--- src/rtl/core/stks_pkg.sv ---
// Shared constants and helpers for the sorted table key search block.
package stks_pkg;

	// Fixed field widths of the transaction payloads
	localparam int IDX_W = 10;
	localparam int VAL_W = 32;
	localparam int CNT_W = 11;

	// Defaults for the top level parameters
	localparam int DEF_TABLE_DEPTH = 1024;
	localparam int DEF_ENTRY_WIDTH = 32;

	// Configuration port
	localparam int PADDR_W   = 3;
	localparam int PDATA_W   = 32;
	localparam int REG_IDX_W = PADDR_W - 2;
	localparam logic [REG_IDX_W-1:0] REG_ENTRY_COUNT = '0;

	// Request function codes
	localparam logic FUNC_WRITE = 1'b0;
	localparam logic FUNC_QUERY = 1'b1;

	// Stored bits per entry: the entry width, capped at the field width
	function automatic int entry_bits(input int ew);
		return (ew < VAL_W) ? ew : VAL_W;
	endfunction

endpackage

--- src/rtl/core/stks_cfg.sv ---
// APB register block holding the searched entry count.
module stks_cfg (
	input  logic                         clk,
	input  logic                         arst_n,
	input  logic                         psel,
	input  logic                         penable,
	input  logic                         pwrite,
	input  logic [stks_pkg::PADDR_W-1:0] paddr,
	input  logic [stks_pkg::PDATA_W-1:0] pwdata,
	output logic [stks_pkg::PDATA_W-1:0] prdata,
	output logic                         pready,
	output logic [stks_pkg::CNT_W-1:0]   entry_count
);

	logic [stks_pkg::REG_IDX_W-1:0] reg_idx;
	logic [stks_pkg::CNT_W-1:0]     entry_count_q;
	logic                           wr_fire;

	assign pready  = 1'b1;
	assign reg_idx = paddr[stks_pkg::PADDR_W-1:2];
	assign wr_fire = psel && penable && pwrite && pready;

	// Update the register on a completed write transaction
	always_ff @(posedge clk or negedge arst_n) begin
		if (!arst_n) begin
			entry_count_q <= '0;
		end else if (wr_fire && (reg_idx == stks_pkg::REG_ENTRY_COUNT)) begin
			entry_count_q <= pwdata[stks_pkg::CNT_W-1:0];
		end
	end

	// Read back
	always_comb begin
		unique case (reg_idx)
			stks_pkg::REG_ENTRY_COUNT: prdata = stks_pkg::PDATA_W'(entry_count_q);
			default:                   prdata = '0;
		endcase
	end

	assign entry_count = entry_count_q;

endmodule

--- config.mk ---
export PLATFORM = sky130hd
export DESIGN_NAME = stks_cfg
export DESIGN_NICKNAME = d
export VERILOG_FILES = /design/src/rtl/core/stks_pkg.sv /design/src/rtl/core/stks_cfg.sv
export SDC_FILE = /design/constraint.sdc
export NUM_CORES = 1
export LEC_CHECK = 0
export BUFFER_PORTS_ARGS = -buffer_cell sky130_fd_sc_hd__buf_2
export CAP_MARGIN = 25
export CORE_UTILIZATION = 34
export CTS_BUF_LIST = sky130_fd_sc_hd__clkbuf_4 sky130_fd_sc_hd__clkbuf_8
export DETAILED_ROUTE_END_ITERATION = 12
export PLACE_DENSITY_LB_ADDON = 0.12
export SYNTH_ARGS = -nofsm -noshare
export SYNTH_HDL_FRONTEND = slang
export SYNTH_SLANG_ARGS = --single-unit
--- constraint.sdc ---
create_clock -name clk -period 0.9 [get_ports clk]
set_input_delay 0.09 -clock clk [delete_from_list [all_inputs] [get_ports clk]]
set_output_delay 0.09 -clock clk [all_outputs]
set_load 0.05 [all_outputs]
==> flow_summary_export.csv <==
group,metric,value,unit
sta,fin_setup_tns,-2.52,ns
die,chipWidth,48.0,um
power,switching_share,0.460,
power,p_per_area,2400,mW/mm^2
placed_design,dp_hpwl,909,um
die,die_h,48.0,um
clock_network,cts_max_path_buffers,2,
critical_path,timing.rr.start,"entry_count[7]",
final_layout,antenna_cells,0,
critical_path,setup.worst_path.start,"entry_count[8]",
status,status,"finished with violations",
routing,vias,505,
power,peakVddDrop,1.51,mV
routing,routed_via_density,3.80,
yosys,seq_area_frac_synth,0.383,
routing,ant_nets,0,
final_layout,largest_register_ff_count,11,
global_route,overflow,0,
die,die-area,0.00230,mm^2
power,share_comb_of_total_power,0.614,
yosys,synth-edff-count,0,
placed_design,port_buffers,38,
yosys,yosysUniqueCellTypes,10,
sta,drv_slew,0,
final_layout,area_growth,65.7,%
yosys,synth-main-ff-cell,"dfrtp_1",
critical_path,worstSetupPathDepth,2,
power,p_leak,0.645,nW
yosys,syn_inst,60,
yosys,synth_area,718,um^2
die,core_area,0.00198,mm^2
global_route,first_global_vias,390,
clock_network,tritoncts,"yes",
yosys,yosys.area.top_type_share,0.383,
routing,route.detailed.drc,0,
critical_path,critPathMaxStageDelay,0.41,ns
clock_network,clock-root-buffer,"clkbuf_4",
power,power_switching,1.31,mW
die,rows,16,
clock_network,clock_latency,0.27,ns
routing,dr.pass1.iters,4,
die,boundaryPins,84,
yosys,ys_seq_elements,11,
sta,finalSetupViolCount,24,
critical_path,cp_top_family,"flip-flops",
power,clockPowerShare,0.131,
critical_path,endpoint_kind,"output pin",
yosys,syn_area_per_cell,12.0,um^2
routing,wire_per_inst,10.9,um
final_layout,drive_gt1_frac,0.783,
global_route,antenna_found_initial,0,
critical_path,start_kind,"flop",
critical_path,cp_max_fo,3,
global_route,grt_pass1_wl,1760,um
power,power_frac_seq,0.255,
sta,fin_crit_sh,1.20,
yosys,async_flop_share,1.00,
final_layout,nets,147,
clock_network,clock-sinks,11,
sta,period_minus_slack,1.08,ns
yosys,synth.top_cells.by_count,"buf_4, dfrtp_1, mux2_4, nor2b_1, conb_1",
yosys,yosys.area.top_type,"dfrtp_1",
critical_path,crit_slowest_cell,"dfrtp_2",
clock_network,numCtsBuffers,3,
routing,wl,1450,um
yosys,yosysMostFrequentCell,"buf_4",
sta,rsz0062_at_grt,"yes",
power,p_int,1.54,mW
run,drv_cap,0,
sta,finalHoldViolCount,0,
sta,fin_hold_ws,0.0452,ns
critical_path,r2r_setup_slack,-0.02,ns
critical_path,crit_buf_inv,1,
routing,drt_iter0_markers,6,
placed_design,gp_congestion,0.564,
status,violations,"setup timing",
global_route,grt_max_degree,12,
clock_network,htree_levels,1,
yosys,yosysWarnings,0,
sta,skew,0,ns
critical_path,timing.rr.end,"entry_count[7]",
critical_path,cp_cell_sequence,"and2b_4 -> buf_6",
critical_path,crit_path_end,"prdata[8]",
sta,clock.fmax,926,MHz
yosys,yosys-top-cells-area,"dfrtp_1, buf_4, mux2_4",
power,finalPower,2.86,mW
critical_path,worstRegToRegCells,2,
sta,fin_ws,-0.180,ns
die,start_util,0.362,
critical_path,required,0.81,ns
clock_network,cts.reportedPaths.clkPinSlew,0.07,ns
min_path,hp-class,"input port to flop",
critical_path,crit_arrival,0.99,ns
global_route,track_usage,0.117,
critical_path,critPathKind,"flop to output pin",
logic make-up after synthesis:
family	synth area share
buffers and inverters	0.251
multiplexers	0.225
other	0.0105
AND/OR/NAND/NOR	0.131
flip-flops	0.383
layout by cell type (no fill, tap or decap):
| master | n |
|---|---|
| buf_6 | 22 |
| dlygate4sd3_1 | 1 |
| and2b_4 | 1 |
| buf_12 | 1 |
| buf_4 | 4 |
| mux2_4 | 11 |
| conb_1 | 22 |
| nand4b_4 | 1 |
| dfrtp_2 | 11 |
| nor2b_4 | 10 |
| buf_8 | 2 |
| buf_2 | 16 |
| clkbuf_4 | 4 |
worst min path at each step:
stage | cells after the start | slack [ns] | endpoint | from
finish | 2 | 0.05 | entry_count[0] | pwdata[0]
global route | 2 | 0.03 | entry_count[10] | pwdata[10]
CTS | 2 | 0.04 | entry_count[3] | pwdata[3]
detailed placement | 1 | -0.03 | entry_count[5] | arst_n
global placement | 1 | -0.02 | entry_count[7] | arst_n
floorplan | 0 | -0.21 | entry_count[0] | arst_n
power groups by stage:
stage                     Clock, mW  Sequential (mW)  Combinational, mW
after floorplan                   0             1.10              0.844
after global placement            0            0.711               1.40
after detailed placement          0            0.715               1.40
after CTS                     0.388            0.731               1.67
after global routing          0.412            0.744               1.82
final                         0.373            0.729               1.75
final cells by class:
cell class,count,area [um^2]
Sequential cell,11,289
Multi-Input combinational cell,45,419
Clock buffer,4,30.0
Tap cell,27,33.8
Timing Repair Buffer,46,418
Fill cell,169,792
worst reg2reg max path: cells and delay by family, from the launching register on:
kind	cells	cell delay, ns
buffers and inverters	1	0.13
muxes	1	0.25
DFF	1	0.42
what timing repair did:
item / CTS / global route
setup buffers: 2 / 3
gates cloned: 0 / 0
resized for setup: 44 / 4
hold buffers: 1 / 0
hold endpoints to repair: 11 / 0
setup endpoints to repair: 22 / 23
per-stage QoR:
stage | setup WS (ns) | instance area, um^2 | std cells | util
floorplan | -0.0770 | 890 | 80 | -
global placement | -0.122 | 960 | 123 | 0.484
detailed placement | -0.128 | 960 | 123 | 0.484
CTS | -0.190 | 1150 | 130 | 0.581
global route | -0.212 | 1190 | 133 | 0.600
finish | -0.180 | 1190 | 133 | 0.600
metal layers:
| layer | share of wire | global-route usage | routed length (um) | vias to the layer above |
|---|---|---|---|---|
| met2 | 0.53 | 0.192 | 764 | 37 |
| met3 | 0.094 | 0.0642 | 137 | 0 |
| met1 | 0.38 | 0.132 | 551 | 231 |
| met5 | 0 | 0 | 0 | - |
| met4 | 0 | 0.0333 | 0 | 0 |
| li1 | - | - | - | 237 |
Note: power is estimated with default switching activity, not from simulation.
