$ cat src/rtl/core/stks_pkg.sv
// Shared constants and helpers for the sorted table key search block.
package stks_pkg;

	// Fixed field widths of the transaction payloads
	localparam int IDX_W = 10;
	localparam int VAL_W = 32;
	localparam int CNT_W = 11;

	// Defaults for the top level parameters
	localparam int DEF_TABLE_DEPTH = 1024;
	localparam int DEF_ENTRY_WIDTH = 32;

	// Configuration port
	localparam int PADDR_W   = 3;
	localparam int PDATA_W   = 32;
	localparam int REG_IDX_W = PADDR_W - 2;
	localparam logic [REG_IDX_W-1:0] REG_ENTRY_COUNT = '0;

	// Request function codes
	localparam logic FUNC_WRITE = 1'b0;
	localparam logic FUNC_QUERY = 1'b1;

	// Stored bits per entry: the entry width, capped at the field width
	function automatic int entry_bits(input int ew);
		return (ew < VAL_W) ? ew : VAL_W;
	endfunction

endpackage

$ cat src/rtl/core/stks_if.sv
// Request and response channel interfaces for the sorted table key search block.
interface stks_req_if;
	logic                      valid;
	logic                      ready;
	logic                      func;
	logic [stks_pkg::IDX_W-1:0] entry_index;
	logic signed [stks_pkg::VAL_W-1:0] entry_value;
	logic signed [stks_pkg::VAL_W-1:0] search_key;

	modport source (output valid, func, entry_index, entry_value, search_key, input ready);
	modport sink (input valid, func, entry_index, entry_value, search_key, output ready);
endinterface

interface stks_rsp_if;
	logic                      valid;
	logic                      ready;
	logic                      found;
	logic [stks_pkg::IDX_W-1:0] first_match_res;
	logic [stks_pkg::CNT_W-1:0] match_count;

	modport source (output valid, found, first_match_res, match_count, input ready);
	modport sink (input valid, found, first_match_res, match_count, output ready);
endinterface

$ cat src/rtl/core/stks_ctrl.sv
// Request decode, lower and upper bound bisection sequencer and response register.
module stks_ctrl #(
	parameter int TABLE_DEPTH = stks_pkg::DEF_TABLE_DEPTH,
	parameter int ENTRY_WIDTH = stks_pkg::DEF_ENTRY_WIDTH,
	localparam int AW = $clog2(TABLE_DEPTH),
	localparam int BW = $clog2(TABLE_DEPTH + 1),
	localparam int SW = stks_pkg::entry_bits(ENTRY_WIDTH)
) (
	input  logic                       clk,
	input  logic                       arst_n,
	stks_req_if.sink                   req,
	stks_rsp_if.source                 rsp,
	input  logic [stks_pkg::CNT_W-1:0] entry_count,
	output logic                       wr_en,
	output logic [AW-1:0]              wr_addr,
	output logic [SW-1:0]              wr_data,
	output logic                       rd_en,
	output logic [AW-1:0]              rd_addr_l,
	output logic [AW-1:0]              rd_addr_u,
	input  logic [SW-1:0]              rd_data_l,
	input  logic [SW-1:0]              rd_data_u
);

	typedef enum logic [3:0] {
		ST_IDLE  = 4'b0001,
		ST_ISSUE = 4'b0010,
		ST_CMP   = 4'b0100,
		ST_DONE  = 4'b1000
	} state_t;

	state_t                     state_q;
	logic [BW-1:0]              lo_l_q, hi_l_q, lo_u_q, hi_u_q;
	logic [BW-1:0]              mid_l_q, mid_u_q;
	logic [SW-1:0]              key_q;
	logic                       rsp_valid_q;
	logic                       found_q;
	logic [stks_pkg::IDX_W-1:0] first_q;
	logic [stks_pkg::CNT_W-1:0] count_q;

	logic                       req_fire;
	logic                       start;
	logic [BW-1:0]              n_sat;
	logic                       act_l, act_u;
	logic [BW-1:0]              mid_l, mid_u;
	logic                       go_l, go_u;
	logic                       hit;
	logic [BW-1:0]              count;
	logic                       load;

	assign req.ready = (state_q == ST_IDLE);
	assign req_fire  = req.valid && req.ready;
	assign start     = req_fire && (req.func == stks_pkg::FUNC_QUERY);

	// Table writes go straight to the memory; out-of-range positions are dropped
	assign wr_en   = req_fire && (req.func == stks_pkg::FUNC_WRITE)
	                 && (32'(req.entry_index) < 32'(TABLE_DEPTH));
	assign wr_addr = AW'(req.entry_index);
	assign wr_data = req.entry_value[SW-1:0];

	// Clamp the searched length to the table depth
	assign n_sat = (32'(entry_count) > 32'(TABLE_DEPTH)) ? BW'(TABLE_DEPTH)
	                                                       : BW'(entry_count);

	// Probe positions for both bisections
	assign act_l = lo_l_q < hi_l_q;
	assign act_u = lo_u_q < hi_u_q;
	assign mid_l = lo_l_q + ((hi_l_q - lo_l_q) >> 1);
	assign mid_u = lo_u_q + ((hi_u_q - lo_u_q) >> 1);

	assign rd_en     = (state_q == ST_ISSUE) && (act_l || act_u);
	assign rd_addr_l = mid_l[AW-1:0];
	assign rd_addr_u = mid_u[AW-1:0];

	// Lower bound moves right past entries below the key, upper bound past those not above
	assign go_l = $signed(rd_data_l) <  $signed(key_q);
	assign go_u = $signed(rd_data_u) <= $signed(key_q);

	// Result of the finished searches
	assign hit   = hi_u_q > lo_l_q;
	assign count = hit ? (hi_u_q - lo_l_q) : '0;
	assign load  = (state_q == ST_DONE) && (!rsp_valid_q || rsp.ready);

	// Sequencer and search bounds
	always_ff @(posedge clk or negedge arst_n) begin
		if (!arst_n) begin
			state_q <= ST_IDLE;
			lo_l_q  <= '0;
			hi_l_q  <= '0;
			lo_u_q  <= '0;
			hi_u_q  <= '0;
		end else begin
			unique case (state_q)
				ST_IDLE: begin
					if (start) begin
						lo_l_q  <= '0;
						hi_l_q  <= n_sat;
						lo_u_q  <= '0;
						hi_u_q  <= n_sat;
						state_q <= ST_ISSUE;
					end
				end
				ST_ISSUE: begin
					if (act_l || act_u) begin
						state_q <= ST_CMP;
					end else begin
						state_q <= ST_DONE;
					end
				end
				ST_CMP: begin
					if (act_l) begin
						if (go_l) begin
							lo_l_q <= mid_l_q + BW'(1);
						end else begin
							hi_l_q <= mid_l_q;
						end
					end
					if (act_u) begin
						if (go_u) begin
							lo_u_q <= mid_u_q + BW'(1);
						end else begin
							hi_u_q <= mid_u_q;
						end
					end
					state_q <= ST_ISSUE;
				end
				ST_DONE: begin
					if (load) begin
						state_q <= ST_IDLE;
					end
				end
				default: begin
					state_q <= ST_IDLE;
				end
			endcase
		end
	end

	// Hold the key and the probe positions that match the data in flight
	always_ff @(posedge clk) begin
		if (start) begin
			key_q <= req.search_key[SW-1:0];
		end
		if (state_q == ST_ISSUE) begin
			mid_l_q <= mid_l;
			mid_u_q <= mid_u;
		end
	end

	// Response register: a finished result waits here while the next request is taken
	always_ff @(posedge clk or negedge arst_n) begin
		if (!arst_n) begin
			rsp_valid_q <= 1'b0;
		end else if (load) begin
			rsp_valid_q <= 1'b1;
		end else if (rsp.ready) begin
			rsp_valid_q <= 1'b0;
		end
	end

	always_ff @(posedge clk) begin
		if (load) begin
			found_q <= hit;
			first_q <= hit ? stks_pkg::IDX_W'(lo_l_q) : '0;
			count_q <= stks_pkg::CNT_W'(count);
		end
	end

	assign rsp.valid           = rsp_valid_q;
	assign rsp.found           = found_q;
	assign rsp.first_match_res = first_q;
	assign rsp.match_count     = count_q;

endmodule

$ cat src/flat_wrapper.sv
// flat-port wrapper written by rule: the top's interface ports become plain ports
module stks_ctrl_flat 
#(
	parameter int TABLE_DEPTH = stks_pkg::DEF_TABLE_DEPTH,
	parameter int ENTRY_WIDTH = stks_pkg::DEF_ENTRY_WIDTH,
	localparam int AW = $clog2(TABLE_DEPTH),
	localparam int BW = $clog2(TABLE_DEPTH + 1),
	localparam int SW = stks_pkg::entry_bits(ENTRY_WIDTH)
)
  (clk, arst_n, entry_count, wr_en, wr_addr, wr_data, rd_en, rd_addr_l, rd_addr_u, rd_data_l, rd_data_u, req_valid, req_func, req_entry_index, req_entry_value, req_search_key, req_ready, rsp_valid, rsp_found, rsp_first_match_res, rsp_match_count, rsp_ready);
  stks_req_if req_i ();
  stks_rsp_if rsp_i ();
  input  logic clk;
  input  logic arst_n;
  input  logic [stks_pkg::CNT_W-1:0] entry_count;
  output logic wr_en;
  output logic [AW-1:0] wr_addr;
  output logic [SW-1:0] wr_data;
  output logic rd_en;
  output logic [AW-1:0] rd_addr_l;
  output logic [AW-1:0] rd_addr_u;
  input  logic [SW-1:0] rd_data_l;
  input  logic [SW-1:0] rd_data_u;
  input wire logic [$bits(req_i.valid)-1:0] req_valid;
  input wire logic [$bits(req_i.func)-1:0] req_func;
  input wire logic [$bits(req_i.entry_index)-1:0] req_entry_index;
  input wire logic [$bits(req_i.entry_value)-1:0] req_entry_value;
  input wire logic [$bits(req_i.search_key)-1:0] req_search_key;
  output wire logic [$bits(req_i.ready)-1:0] req_ready;
  output wire logic [$bits(rsp_i.valid)-1:0] rsp_valid;
  output wire logic [$bits(rsp_i.found)-1:0] rsp_found;
  output wire logic [$bits(rsp_i.first_match_res)-1:0] rsp_first_match_res;
  output wire logic [$bits(rsp_i.match_count)-1:0] rsp_match_count;
  input wire logic [$bits(rsp_i.ready)-1:0] rsp_ready;
  assign req_i.valid = req_valid;
  assign req_i.func = req_func;
  assign req_i.entry_index = req_entry_index;
  assign req_i.entry_value = req_entry_value;
  assign req_i.search_key = req_search_key;
  assign req_ready = req_i.ready;
  assign rsp_valid = rsp_i.valid;
  assign rsp_found = rsp_i.found;
  assign rsp_first_match_res = rsp_i.first_match_res;
  assign rsp_match_count = rsp_i.match_count;
  assign rsp_i.ready = rsp_ready;
  stks_ctrl #(.TABLE_DEPTH(TABLE_DEPTH), .ENTRY_WIDTH(ENTRY_WIDTH)) u_core (.clk(clk), .arst_n(arst_n), .req(req_i), .rsp(rsp_i), .entry_count(entry_count), .wr_en(wr_en), .wr_addr(wr_addr), .wr_data(wr_data), .rd_en(rd_en), .rd_addr_l(rd_addr_l), .rd_addr_u(rd_addr_u), .rd_data_l(rd_data_l), .rd_data_u(rd_data_u));
endmodule
$ cat config.mk
export PLATFORM = sky130hd
export DESIGN_NAME = stks_ctrl_flat
export DESIGN_NICKNAME = d
export VERILOG_FILES = /design/src/rtl/core/stks_pkg.sv /design/src/rtl/core/stks_if.sv /design/src/rtl/core/stks_ctrl.sv /design/src/flat_wrapper.sv
export SDC_FILE = /design/constraint.sdc
export NUM_CORES = 1
export LEC_CHECK = 0
export BUFFER_PORTS_ARGS = -buffer_cell sky130_fd_sc_hd__clkbuf_2
export CORE_ASPECT_RATIO = 1.1
export CORE_UTILIZATION = 54
export DETAILED_ROUTE_END_ITERATION = 8
export PLACE_DENSITY = 0.81
export SLEW_MARGIN = 20
export SYNTH_ARGS = -nofsm -noshare
export SYNTH_HDL_FRONTEND = slang
export SYNTH_SLANG_ARGS = --single-unit
$ cat constraint.sdc
create_clock -name clk -period 4.2 [get_ports clk]
set_input_delay 0 -clock clk [delete_from_list [all_inputs] [get_ports clk]]
set_output_delay 0 -clock clk [all_outputs]
set_load 0.05 [all_outputs]
==> metrics.txt <==
1st-iter DRT viols=474; Vias=7,454; crit-path max FO=6; Worst slew margin=0.294; Max Cap Viol=0; post-detail-place hpwl=17.5 mm; hold crit path type=input port to output pin; CTS tree=built; hold_sp=req_entry_index[0]; Worst VDD drop=0.000839 V; CP top delay family=compound AO/OA/AOI/OAI gates; Yosys reg bits=125; Final ANT Viol Nets=0; fin crit period=4000 ps; Syn Area/Cell=10.1 um2; setup TNS=0 ps; Synth Warn #=0; Clock Path Buffers=2; sequential area share after synthesis=0.378; Leak=5.24 nW; CTS H-Tree Depth=4; GRT overflow=0; row count=49; Cell variety after synth=68; Port Buf Inserts=157; Initial Util=0.559; Core Region=16,600 um2; worst setup path startpoint=u_core.hi_l_q[0]$_DFFE_PN0P_; status=complete, no violations; Layout fillers=1,266; worst skew pair latency=430 ps; CP dominant cell by count=inv_1; Setup Crit Path Kind=register to output pin; CP Capture Type=output pin; Req. time, crit path=4200 ps; most common cell after layout, fill and taps aside=clkbuf_2; Sequential cell area=3510 um2; die boundary width=127 um; Root Buffer=clkbuf_16; Fin Clk Skew=10.1 ps; hold slack=0.0140 ps; Die ar.=17,700 um2; first-pass GRT wire length=37.6 mm; worst r2r src=u_core.hi_l_q[0]$_DFFE_PN0P_; clock sinks=125; critical path depth=16; Max stage delay on crit path=530 ps; DIE HEIGHT=140 um; Area growth syn-to-layout=18.0%; most frequent cells in the layout=clkbuf_2, ha_1, nand2_1, inv_1, edfxtp_1; CP Cell Sequence=inv_1, ha_1, inv_1, fa_1, a21o_1, a21oi_1, o21bai_1, a21oi_1, o21ai_1, nand4b_1, o311ai_1, ha_1, inv_1, or4_1, nand3_1, buf_2; Buf+Inv Stages, Crit Path=4; Layout Nets=1,350; largest net degree at the start of global routing=50; final period utilization=0.952; crit start category=register; Peak Freq=0.250 GHz; Synth Flop Type=edfxtp_1; Post-Syn Instances=919; area occupied by multi-input gates=4980 um2; hold depth=0; total track usage=0.277; drt via density=5.67; crit path DAT=4000 ps; Overall Power=7.04 mW; TritonCTS Buffers=17; syn_nets=1,198; synthesized area=9290 um2; WL/cell=18.2 um; asr flop ratio synth=0.392; Final Hold Fails=0; initial antenna violation count=1; Clock transition at path regs=60 ps; crit path max-delay cell type=or4_1; share of layout cells above drive strength 1=0.215; final setup fails=0; Max Slew Vio Count=0; R2R cell count=15; drt total wl=23.9 mm; Final GP Congestion=0.924; DRC Markers=0; vias in the first global route=7,626; Power per Cell Area=642 nW/um2; Top Ports=242; Post-synth EDFFs=76; Slew @ Worst Pin=1060 ps; drt pass-1 iters=5
## worst paths after layout
check                                                endpoint  slack [ps]
worst max register to register    u_core.mid_l_q[9]$_DFFE_PP_         630
min in group asynchronous        u_core.lo_l_q[9]$_DFFE_PN0P_         220
worst max-delay path                             rd_addr_l[9]         200
worst min-delay path                               wr_addr[0]        0.01
max in group asynchronous        u_core.lo_l_q[0]$_DFFE_PN0P_        3480
worst min register to register  u_core.hi_l_q[10]$_DFFE_PN0P_         540
## state kept, by name, indices dropped and copies added, names as in the netlist
| signal | flops |
|---|---|
| u_core.mid_u_q | 11 |
| u_core.state_q | 4 |
| u_core.lo_u_q | 11 |
| u_core.rsp.first_match_res | 10 |
| u_core.rsp.found | 1 |
| u_core.hi_u_q | 11 |
| u_core.rsp.match_count | 11 |
| u_core.key_q | 32 |
| u_core.mid_l_q | 11 |
| u_core.lo_l_q | 11 |
| u_core.hi_l_q | 11 |
| u_core.rsp.valid | 1 |
## kinds of logic after synthesis
kind of cell | Yosys count | share of synthesized area
simple gates | 254 | 0.137
compound gates | 166 | 0.117
buf+inv | 151 | 0.0885
fa+ha+maj | 125 | 0.172
flops | 125 | 0.378
xor+xnor | 53 | 0.0500
mux | 45 | 0.0579
## routing by layer
metal	routed length (um)	vias to the layer above	track usage
met4	1060	0	0.151
met3	1400	91	0.0619
li1	-	3544	-
met5	0	-	0
met2	11900	268	0.487
met1	9510	3551	0.309
## cell usage after synthesis, drive strengths merged (7+ instances only)
cell,number,area (um2)
ha,120,1500
nand2,88,333
inv,78,293
edfxtp,76,2280
buf,66,503
a21oi,64,324
dfrtp,48,1200
nor2,43,161
xnor2,37,324
mux2i,26,260
nand3,26,135
o21ai,26,134
mux2,19,278
nand4,19,125
nor3,16,90.1
xor2,16,140
nand2b,14,87.6
a21o,11,82.6
and3,10,62.6
nor2b,10,62.6
a22o,9,78.8
nor4,9,71.3
o21bai,9,67.6
o21a,8,60.1
clkbuf,7,26.3
## layout make-up
type / instances / share of cell area
well taps: 229 / 0.0261
diodes: 1 / 0.000228
inverters: 78 / 0.0267
multi-input cells: 643 / 0.454
flip-flops and latches: 125 / 0.320
clock buffers: 18 / 0.0400
clock inverters: 14 / 0.0176
repair buffers: 206 / 0.115
## what timing repair did
item | in CTS | in global routing
resized for setup | 0 | 11
endpoints found under the hold margin | 100 | 0
hold buffers | 44 | 0
buffers inserted | 0 | 0
endpoints found under the setup margin | 0 | 2
## per-stage QoR
stage	cell area [um2]	setup WS, ps	cells	utilization
6_report	11000	202	1314	0.660
5_1_grt	11000	-9.86	1314	0.660
4_1_cts	11000	33.8	1313	0.659
3_5_place_dp	9880	522	1237	0.595
3_3_place_gp	9880	619	1237	0.595
2_1_floorplan	9290	540	919	-
## power by group
part,total (mW),internal [mW],switching [mW]
logic,3.77,1.31,2.46
clock network,1.60,1.01,0.587
registers,1.67,1.55,0.125
(Power assumes the default switching activity.)
